===== src/design/v3au_pkg.sv =====
// Shared types and constants of the three-component vector arithmetic unit.
package v3au_pkg;

  localparam int unsigned XW        = 32;        // width of a vector component
  localparam int unsigned OPW       = XW + 1;    // multiplier operand, holds 1 - t
  localparam int unsigned PW        = 2 * OPW;   // full product width
  localparam int unsigned FUNC_W    = 3;
  localparam int unsigned NUM_COMP  = 3;
  localparam int unsigned NUM_LANES = 2 * NUM_COMP;

  typedef enum logic [FUNC_W-1:0] {
    FUNC_ADD   = 3'd0,
    FUNC_SUB   = 3'd1,
    FUNC_MUL   = 3'd2,
    FUNC_DOT   = 3'd3,
    FUNC_CROSS = 3'd4,
    FUNC_LERP  = 3'd5
  } func_e;

  // Load enables of the five pipeline stages.
  typedef struct packed {
    logic s1;
    logic s2;
    logic s3;
    logic s4;
    logic s5;
  } pipe_en_t;

endpackage


===== src/design/v3au_lane.sv =====
// Stages 2 and 3 of one multiplier lane: full product, then rounding toward zero.
module v3au_lane #(
  parameter int unsigned FRAC_BITS = 16
) (
  input  logic                                          clk_i,
  input  v3au_pkg::pipe_en_t                            en_i,
  input  logic signed [v3au_pkg::OPW-1:0]               x_i,
  input  logic signed [v3au_pkg::OPW-1:0]               y_i,
  output logic signed [v3au_pkg::PW-FRAC_BITS-1:0]      rnd_o
);

  localparam int unsigned PW = v3au_pkg::PW;
  localparam int unsigned RW = PW - FRAC_BITS;

  logic signed [PW-1:0] prod_d;
  logic signed [PW-1:0] prod_q;
  logic        [PW-1:0] bias;
  logic        [PW-1:0] biased;
  logic signed [RW-1:0] rnd_q;

  assign prod_d = x_i * y_i;

  // Negative products get 2^F - 1 added so the arithmetic shift truncates toward zero.
  assign bias   = {{RW{1'b0}}, {FRAC_BITS{prod_q[PW-1]}}};
  assign biased = prod_q + bias;

  always_ff @(posedge clk_i) begin
    if (en_i.s2) begin
      prod_q <= prod_d;
    end
    if (en_i.s3) begin
      rnd_q <= biased[PW-1:FRAC_BITS];
    end
  end

  assign rnd_o = rnd_q;

endmodule


===== config.mk =====
export PLATFORM = sky130hd
export DESIGN_NAME = v3au_lane
export DESIGN_NICKNAME = d
export VERILOG_FILES = /design/src/design/v3au_pkg.sv /design/src/design/v3au_lane.sv
export SDC_FILE = /design/constraint.sdc
export NUM_CORES = 2
export LEC_CHECK = 0
export ABC_AREA = 1
export BUFFER_PORTS_ARGS = -buffer_cell sky130_fd_sc_hd__buf_2
export CAP_MARGIN = 20
export CORE_UTILIZATION = 55
export CTS_CLUSTER_DIAMETER = 100
export DETAILED_ROUTE_END_ITERATION = 10
export PLACE_DENSITY = 0.78
export SKIP_LAST_GASP = 1
export SLEW_MARGIN = 15
export SYNTH_ARGS = -nofsm -noshare
export SYNTH_HDL_FRONTEND = slang
export SYNTH_SLANG_ARGS = --single-unit

===== constraint.sdc =====
create_clock -name clk_i -period 21.8 [get_ports clk_i]
set_clock_uncertainty 0.2 [all_clocks]
set_input_delay 6.54 -clock clk_i [delete_from_list [all_inputs] [get_ports clk_i]]
set_output_delay 6.54 -clock clk_i [all_outputs]
set_load 0.01 [all_outputs]

==> flow_summary.toml <==
[outcome]
status = "completed"

[logic_synthesis]
synth_cells = 6091
syn_area_per_cell_sq_um = 7.82
synthTopCellsByArea = "fa_1 (48%), inv_1 (15%), nand2_1 (13%)"
synth_edf_count = 116
ys_types = 42
seq_area_frac_synth_pct = 7.31
synth_flop_cell = "edfxtp_1"
synth_seq_cells = 116
yosys.area.top_type = "fa_1"
synth_nets = 7540
async_flop_share_pct = 0
yosys_warnings = 0
synth_area_sq_um = 47700
yosysTopAreaCellShare_pct = 48.1

[floorplan]
row_count = 107
die_w_microns = 296
core_sq_um = 85500
die_h_microns = 296
die-area_sq_um = 87800
io_pins = 122
initial_core_util_pct = 55.7

[hold_path]
min_to = "rnd_o[45]$_DFFE_PP_"
hp-start = "prod_q[61]$_DFFE_PP_"
hold_depth = 2
min_path_type = "reg -> reg"

[clock_tree]
postCtsSetupBuffers = 0
clk_latency_ns = 0.43
clock-sinks = 116
postCtsHoldBufs = 0
cts_tree = "yes"
cts_root_buffer = "clkbuf_16"
cts_resized = 0
cts_inserted_buffers = 17
cts_buffer_depth = 2
clk_transition_reported_paths_ns = 0.06
htree_levels = 4

[timing]
slew_headroom_pct = 27.6
rsz0062_at_grt = "no"
tightestPinTransition_ns = 1.09
layout_min_cycle_time_ns = 14.93
slew_viol_final = 0
fin_tns_setup_ns = 0
setup_violations = 0
fin_crit_sh_pct = 68.5
hold_violations = 0
fmax_mhz = 67.0

[finish]
final_common_cell = "inv_1"
multi_input_area_sq_um = 35800
final-seq-area_sq_um = 3480
drive_above_1_share_pct = 3.69
syn_to_final_growth_pct = 3.77
finalNetCount = 7433
instances_no_fill = 7141
final_cell_mix = "inv_1 (1957), nand2_1 (1681), fa_1 (1145)"
nFillCells = 7528
diodes = 0

[setup_path]
r2r_slack_ns = 18.77
cp_max_fo = 33
arrival_ns = 14.90
cp_top_family = "adder cells"
start_kind = "input port"
reg2reg_depth = 9
worst_path_max_delay_cell = "fa_1"
worstSetupPathType = "in -> reg"
path_buf_inv = 9
rr_endpoint = "rnd_o[30]$_DFFE_PP_"
worstReg2RegStart = "prod_q[65]$_DFFE_PP_"
endpoint_kind = "flip-flop"
max_stage_delay_ns = 0.92
required_ns = 21.77

[drt]
vias = 36800
drt-initial-drc-count = 2458
viasPerCell = 5.16
drc = 0
drtAntennaViolNets = 0
drtPass1Iterations = 6
routedWlPerCell_microns = 17.5
totalWireLength_microns = 125000

[global_route]
antenna_found_initial = 1
grt_pass1_wl_microns = 207000
grt_pass1_vias = 40100
grt_max_degree = 67
grtUsageTotal_pct = 30.4
grt_overflow = 0

[placed_design]
routabilityCongestion = 0.980
place_hpwl_microns = 105000
portBuffers = 118
dp.cells = 7109

[flow_run]
maxCapViolCount = 0
registers in the layout, summed over array words and instances, names as in the netlist:
signal,cells
prod_q,66
rnd_o,50
routing by layer:
| layer | up-vias | track usage (%) | share of wire (%) |
|---|---|---|---|
| met5 | - | 0 | 0.0064 |
| met4 | 2 | 9.89 | 3.5 |
| met3 | 324 | 3.95 | 7.2 |
| met2 | 1469 | 52.7 | 49 |
| met1 | 18400 | 39.5 | 40 |
| li1 | 16700 | - | - |
metrics by stage:
step	util [%]	hold slack (ns)	instance area [sq um]	worst slack (ns)
3_3_place_gp	57.1	0.409	48800	6.64
5_1_grt	57.8	0.472	49500	6.40
4_1_cts	57.8	0.443	49500	6.92
2_1_floorplan	-	0.334	47700	8.04
6_report	57.8	0.433	49500	6.87
3_5_place_dp	57.1	0.424	48800	6.47
synthesized netlist by cell type (7+ instances only):
cell type and count:
buf_1 7, nand2_1 1681, o21ai_0 28, o21ai_1 11, nand2_2 12, xor2_1 39
xnor2_1 15, clkbuf_1 256, nor2_1 229, nor4_1 9, o21bai_1 20, or2_2 7
nand3_1 123, nor3_1 19, nor2_2 9, nand4_1 47, inv_2 8, edfxtp_1 116
a21oi_1 88, inv_1 1957, ha_1 232, fa_1 1145
area by class of cell:
| type | count | area share, % |
|---|---|---|
| Timing Repair Buffer | 138 | 1.50 |
| Tap cell | 1144 | 2.89 |
| Clock buffer | 19 | 0.875 |
| Sequential cell | 116 | 7.04 |
| Inverter | 1965 | 14.9 |
| Clock inverter | 13 | 0.372 |
| Multi-Input combinational cell | 3746 | 72.4 |
worst max-delay path by stage:
stage / startpoint / to / cells after the start
5_1_grt: y_i[6] / prod_q[62]$_DFFE_PP_ / 27
3_5_place_dp: y_i[6] / prod_q[62]$_DFFE_PP_ / 27
6_report: y_i[6] / prod_q[62]$_DFFE_PP_ / 27
4_1_cts: y_i[6] / prod_q[62]$_DFFE_PP_ / 27
2_1_floorplan: x_i[32] / prod_q[64]$_DFFE_PP_ / 26
3_3_place_gp: y_i[6] / prod_q[64]$_DFFE_PP_ / 27
cells by family after synthesis:
kind of cell               Yosys count  synth area share (%)
buffers and inverters             2229                  17.6
and+or+nand+nor                   2159                  18.2
adders and majority gates         1377                  54.2
AOI/OAI and AO/OA                  156                  1.80
DFF                                116                  7.31
xor gates and xnor gates            54                 0.992
worst min-delay path, stage by stage, from the launching register on:
cell      delay [ns]
edfxtp_1        0.38
nand2_1         0.06
nand2_1         0.07
Power is left out: the tool's default activity adds up to more than one toggle a clock period on the data nets, which glitch-free logic cannot reach.
