File: src/design/v3au_pkg.sv
// Shared types and constants of the three-component vector arithmetic unit.
package v3au_pkg;

  localparam int unsigned XW        = 32;        // width of a vector component
  localparam int unsigned OPW       = XW + 1;    // multiplier operand, holds 1 - t
  localparam int unsigned PW        = 2 * OPW;   // full product width
  localparam int unsigned FUNC_W    = 3;
  localparam int unsigned NUM_COMP  = 3;
  localparam int unsigned NUM_LANES = 2 * NUM_COMP;

  typedef enum logic [FUNC_W-1:0] {
    FUNC_ADD   = 3'd0,
    FUNC_SUB   = 3'd1,
    FUNC_MUL   = 3'd2,
    FUNC_DOT   = 3'd3,
    FUNC_CROSS = 3'd4,
    FUNC_LERP  = 3'd5
  } func_e;

  // Load enables of the five pipeline stages.
  typedef struct packed {
    logic s1;
    logic s2;
    logic s3;
    logic s4;
    logic s5;
  } pipe_en_t;

endpackage

File: src/design/v3au_combine.sv
// Stages 4 and 5: combine rounded products or add/subtract sums into results, then saturate.
module v3au_combine #(
  parameter int unsigned FRAC_BITS = 16
) (
  input  logic                                          clk_i,
  input  v3au_pkg::pipe_en_t                            en_i,
  input  logic [v3au_pkg::FUNC_W-1:0]                   func_i,
  input  logic signed [v3au_pkg::OPW-1:0]               lin_i [v3au_pkg::NUM_COMP],
  input  logic signed [v3au_pkg::PW-FRAC_BITS-1:0]      rnd_i [v3au_pkg::NUM_LANES],
  output logic signed [v3au_pkg::XW-1:0]                r_o   [v3au_pkg::NUM_COMP],
  output logic signed [v3au_pkg::XW-1:0]                scalar_o,
  output logic                                          ovf_o
);

  localparam int unsigned XW  = v3au_pkg::XW;
  localparam int unsigned OPW = v3au_pkg::OPW;
  localparam int unsigned NC  = v3au_pkg::NUM_COMP;
  localparam int unsigned NL  = v3au_pkg::NUM_LANES;
  localparam int unsigned RW  = v3au_pkg::PW - FRAC_BITS;
  localparam int unsigned SW  = RW + 2;

  typedef struct packed {
    logic          ovf;
    logic [XW-1:0] val;
  } sat_t;

  function automatic sat_t sat32(input logic signed [SW-1:0] v);
    sat_t                res;
    logic [SW-XW:0]      upper;
    upper = v[SW-1:XW-1];
    if ((&upper) || !(|upper)) begin
      res.ovf = 1'b0;
      res.val = v[XW-1:0];
    end else begin
      res.ovf = 1'b1;
      res.val = v[SW-1] ? {1'b1, {(XW-1){1'b0}}} : {1'b0, {(XW-1){1'b1}}};
    end
    return res;
  endfunction

  logic signed [SW-1:0] p_ext [NL];
  logic signed [SW-1:0] vec_d [NC];
  logic signed [SW-1:0] dot_d;
  logic signed [SW-1:0] vec_q [NC];
  logic signed [SW-1:0] dot_q;
  sat_t                 vsat  [NC];
  sat_t                 dsat;
  logic signed [XW-1:0] r_q   [NC];
  logic signed [XW-1:0] scalar_q;
  logic                 ovf_q;

  always_comb begin
    for (int l = 0; l < NL; l++) begin
      p_ext[l] = {{(SW-RW){rnd_i[l][RW-1]}}, rnd_i[l]};
    end
    for (int i = 0; i < NC; i++) begin
      case (func_i)
        v3au_pkg::FUNC_ADD, v3au_pkg::FUNC_SUB:
          vec_d[i] = {{(SW-OPW){lin_i[i][OPW-1]}}, lin_i[i]};
        v3au_pkg::FUNC_MUL:   vec_d[i] = p_ext[i];
        v3au_pkg::FUNC_CROSS: vec_d[i] = p_ext[i] - p_ext[i + NC];
        v3au_pkg::FUNC_LERP:  vec_d[i] = p_ext[i] + p_ext[i + NC];
        default:              vec_d[i] = '0;
      endcase
    end
    dot_d = (func_i == v3au_pkg::FUNC_DOT) ? p_ext[0] + p_ext[1] + p_ext[2] : '0;
  end

  always_comb begin
    for (int i = 0; i < NC; i++) begin
      vsat[i] = sat32(vec_q[i]);
    end
    dsat = sat32(dot_q);
  end

  always_ff @(posedge clk_i) begin
    if (en_i.s4) begin
      vec_q <= vec_d;
      dot_q <= dot_d;
    end
    if (en_i.s5) begin
      for (int i = 0; i < NC; i++) begin
        r_q[i] <= vsat[i].val;
      end
      scalar_q <= dsat.val;
      ovf_q    <= vsat[0].ovf | vsat[1].ovf | vsat[2].ovf | dsat.ovf;
    end
  end

  assign r_o      = r_q;
  assign scalar_o = scalar_q;
  assign ovf_o    = ovf_q;

endmodule

File: config.mk
export PLATFORM = sky130hd
export DESIGN_NAME = v3au_combine
export DESIGN_NICKNAME = d
export VERILOG_FILES = /design/src/design/v3au_pkg.sv /design/src/design/v3au_combine.sv
export SDC_FILE = /design/constraint.sdc
export NUM_CORES = 1
export LEC_CHECK = 0
export ABC_CLOCK_PERIOD_IN_PS = 7600
export BUFFER_PORTS_ARGS = -buffer_cell sky130_fd_sc_hd__clkbuf_2
export CORE_ASPECT_RATIO = 1.75
export CORE_MARGIN = 2
export CORE_UTILIZATION = 40
export DETAILED_ROUTE_END_ITERATION = 12
export GPL_TIMING_DRIVEN = 1
export PLACE_DENSITY = 0.72
export SETUP_SLACK_MARGIN = 0.3
export SLEW_MARGIN = 25
export SYNTH_ARGS = -nofsm -noshare
export SYNTH_HDL_FRONTEND = slang
export SYNTH_SLANG_ARGS = --single-unit
File: constraint.sdc
create_clock -name clk_i -period 7.6 [get_ports clk_i]
set_input_delay 1.52 -clock clk_i [delete_from_list [all_inputs] [get_ports clk_i]]
set_output_delay 1.52 -clock clk_i [all_outputs]
set_load 0.005 [all_outputs]
==> results.md <==
* Result of the run: finished clean
* Aggregate negative setup slack at 0 ps
* P&R area growth vs syn at 16.7%
* Highest net fanout along the worst path at 8
* Worst min-delay path category: flop to flop
* Clock H-tree levels at 2
* Hold buffer count at cts at 0
* Kind of capture point of the worst setup path: flop
* Leakage power summed over all cells at roughly 14 nW
* Setup Fix Bufs, Post-CTS at 0
* Post-synthesis share of cell area spent on and, or, nand and nor gates at roughly an eighth
* WP data arrival at a little under 7000 ps
* Vertical die dimension at around 360 um
* Crit path kind: input port to flop
* Highest Clock Rate at roughly 150 MHz
* Number of buffers created by CTS at 35
* Wire length of the first global-routing pass at ~170 mm
* Mux contribution to synthesized area at between 1.5 and 2%
* I/O Buffers at between 500 and 600
* Post-route DRC at 0
* Per-cell routed wire length at ~27 um
* Post-synthesis cell count at approximately 3100
* Clock root buffer master: sky130_fd_sc_hd__clkbuf_16
* Most numerous cell on the critical path: sky130_fd_sc_hd__o21ai_0
* Horizontal die dimension at between 200 and 250 um
* ANT nets after route at 0
* Proportion of synthesized chip area in sequential cells at ~34%
* Sequence of cells on the critical path: clkbuf_2 -> or3_1 -> or4_1 -> nor2_1 -> buf_4 -> nand3_1 -> nor4_1 -> buf_4 -> a21oi_1 -> xor2_1 -> ha_1 -> a2111oi_0 -> nand2_1 -> o21ai_0 -> o21ai_0 -> a211oi_1 -> a21oi_1 -> a41oi_1 -> o31ai_1 -> a211oi_1 -> xor2_1 -> o21ai_0
* DPL Wire Length at between 90 and 100 mm
* Final setup violation count at 0
* Most frequent cells in the layout: 530 x sky130_fd_sc_hd__clkbuf_2, 334 x sky130_fd_sc_hd__edfxtp_1, 304 x sky130_fd_sc_hd__a21oi_1, 303 x sky130_fd_sc_hd__o21ai_0, 265 x sky130_fd_sc_hd__a21o_1
* Worst path max stage delay at ~550 ps
* Synth top area cells: sky130_fd_sc_hd__edfxtp_1 34%, sky130_fd_sc_hd__ha_1 8.9%, sky130_fd_sc_hd__a21o_1 6.8%
* Filler cell count at about 7000
* Resize count post-CTS at 0
* Required @ worst endpoint at 7850 ps
* DR vias at about 28000
* Relative slew slack at approximately 33%
* Synthesized-area fraction occupied by adder cells at ~13%
* GR Overflow Total at 0
* Max Clock Skew at 37.7 ps
* Overall die area at between 70000 and 80000 um2
* Transition time at the pin with the least slew margin at 1010 ps
* Detailed-route wire length at approximately 120 mm
* Total GRT Usage at 31.1%
* Number of synthesized register bits at roughly 330
* Setup repair after global routing missed its margin: no
* Core occupancy in the finished layout at between 40% and 50%
* Number of antenna violations at the first check in global routing at 26
* Maximum root-to-sink buffer count at 3
* Ratio of routed vias to standard cells at between 6 and 7
* Share of final-layout standard cells stronger than drive strength 1 at a little under a fifth
* Floorplan core area at slightly above 70000 um2
* Number of cell rows at 130
* Pwr dens at ~200 nW/um2
* Global placer's final weighted congestion at a little over 1
* Synthesized-area fraction occupied by ao, oa, aoi and oai cells at between 20% and 30%
* Clock sinks at approximately 330
* CTS tree: yes
* Synth Area in XOR/XNOR at 9.93%
* Endpoints failing hold at 0
* Initial standard-cell utilization of the core at 40.5%
* Combinational family with the most area after synthesis: compound AO/OA/AOI/OAI gates
* Number of detailed-routing iterations run before antenna repair at 6
* Post-synth cell types at 76
* Total standard cell area after synthesis at 29100 um2
* Max-slew violation count at 0
* Most frequent standard cell in the layout excluding fill and tap cells: sky130_fd_sc_hd__clkbuf_2
* Maximum ir drop on the vdd rail at ~0.15 mV
* Area share of the largest cell type after synthesis at around a third
* Clock transition time at the flip-flop clock pins of the worst setup and hold paths at about 60 ps
* Cell at the slowest stage of the critical path: sky130_fd_sc_hd__a2111oi_0
* Min Tclk post-route at roughly 6600 ps
* Number of nets in the layout at between 4000 and 5000
* Vias in the first global route at roughly 27000
* Syn Area/Cell at between 9 and 10 um2
* Synth Net Count at 3808
* Warnings, synthesis at 0
* Sort of element at the start of the critical path: input port
* Insertion delay of the later-clocked pin in the worst-skew pair at 570 ps
* Iteration-0 DRC Markers at 2430
* Number of I/O pins at about 540
* Number of synthesized flops with an enable pin at between 300 and 400
* Share of flip-flops with an asynchronous set or reset after synthesis at 0%
* Most used flip-flop cell after synthesis: sky130_fd_sc_hd__edfxtp_1
* Maximum number of pins on one net before global-route repair at 155
* Dominant cell type by area after synthesis: sky130_fd_sc_hd__edfxtp_1
* Final worst-path cycle share at 87.0%
* Max-cap violation count at 0
final timing paths:
| check | startpoint | end | slack, ps | cells past startpoint |
|---|---|---|---|---|
| worst max-delay path | rnd_i[59] | vec_q[101] | 990 | 22 |
| worst min-delay path | vec_q[74] | r_o[54] | 490 | 1 |
| worst max register to register | vec_q[154] | r_o[87] | 4970 | 7 |
| worst min register to register | vec_q[74] | r_o[54] | 490 | 1 |
power breakdown:
group | total (W) | leakage [nW] | switching [W] | internal [W]
combinational | 0.00250 | 10.7 | 0.00151 | 0.000988
clock | 0.00180 | 0.562 | 0.000781 | 0.00102
sequential | 0.00235 | 3.23 | 0.0000733 | 0.00227
critical path, delay by kind of cell:
family	cells	cell delay (ps)
XOR/XNOR	2	340
AND/OR/NAND/NOR	6	1570
buffers and inverters	3	470
adder cells (fa/ha/maj)	1	400
AO/OA/AOI/OAI	10	2550
state kept, by name (all words and copies together), names as in the netlist:
name and count:
scalar_o 32, r_o 96, dot_q 52, vec_q 153, ovf_o 1
synth_stat cells, types with 38 or more instances:
cell type	instances
sky130_fd_sc_hd__edfxtp_1	334
sky130_fd_sc_hd__a21oi_1	304
sky130_fd_sc_hd__o21ai_0	303
sky130_fd_sc_hd__a21o_1	265
sky130_fd_sc_hd__ha_1	206
sky130_fd_sc_hd__nor2_1	203
sky130_fd_sc_hd__xnor2_1	187
sky130_fd_sc_hd__nand2_1	185
sky130_fd_sc_hd__clkbuf_1	152
sky130_fd_sc_hd__xor2_1	141
sky130_fd_sc_hd__nand3_1	69
sky130_fd_sc_hd__inv_1	65
sky130_fd_sc_hd__nand4_1	58
sky130_fd_sc_hd__fa_1	54
sky130_fd_sc_hd__a22oi_1	47
sky130_fd_sc_hd__o31ai_1	43
sky130_fd_sc_hd__mux2i_1	41
sky130_fd_sc_hd__nor3_1	40
sky130_fd_sc_hd__a31oi_1	38
metrics by stage:
stage	std cells	total power [W]	hold WS, ps	cell area, um2	setup WS, ps
after global placement	4473	0.00482	497	32800	550
final	4545	0.00664	490	34000	987
after CTS	4536	0.00665	495	33900	1060
after floorplan	3140	0.00397	495	29100	1270
after global routing	4536	0.00697	518	33900	603
after detailed placement	4473	0.00484	502	32800	533
layer usage:
layer / share of wire, % / track usage, %
met4: 8.7 / 22.7
met1: 36 / 35.2
met5: 0.15 / 0
met2: 47 / 52.4
met3: 7.9 / 5.77
cell type report:
| cell class | instances | area (um2) | share of cell area, % |
|---|---|---|---|
| clock inverters | 23 | 263 | 0.774 |
| multi-input cells | 2577 | 18300 | 53.9 |
| clock buffers | 40 | 916 | 2.70 |
| inverters | 65 | 244 | 0.718 |
| flip-flops and latches | 334 | 10000 | 29.5 |
| repair buffers | 573 | 3020 | 8.90 |
| diodes | 9 | 22.5 | 0.0663 |
| well taps | 924 | 1160 | 3.40 |
cells by family (layout without fill, tap and decap cells):
group	count (synthesis)	in the layout
fa+ha+maj	260	260
simple gates	756	756
compound gates	1188	1188
other cells	0	9
mux	44	44
buf+inv	229	701
xor+xnor	329	329
flops	334	334
(Power assumes the default switching activity.)
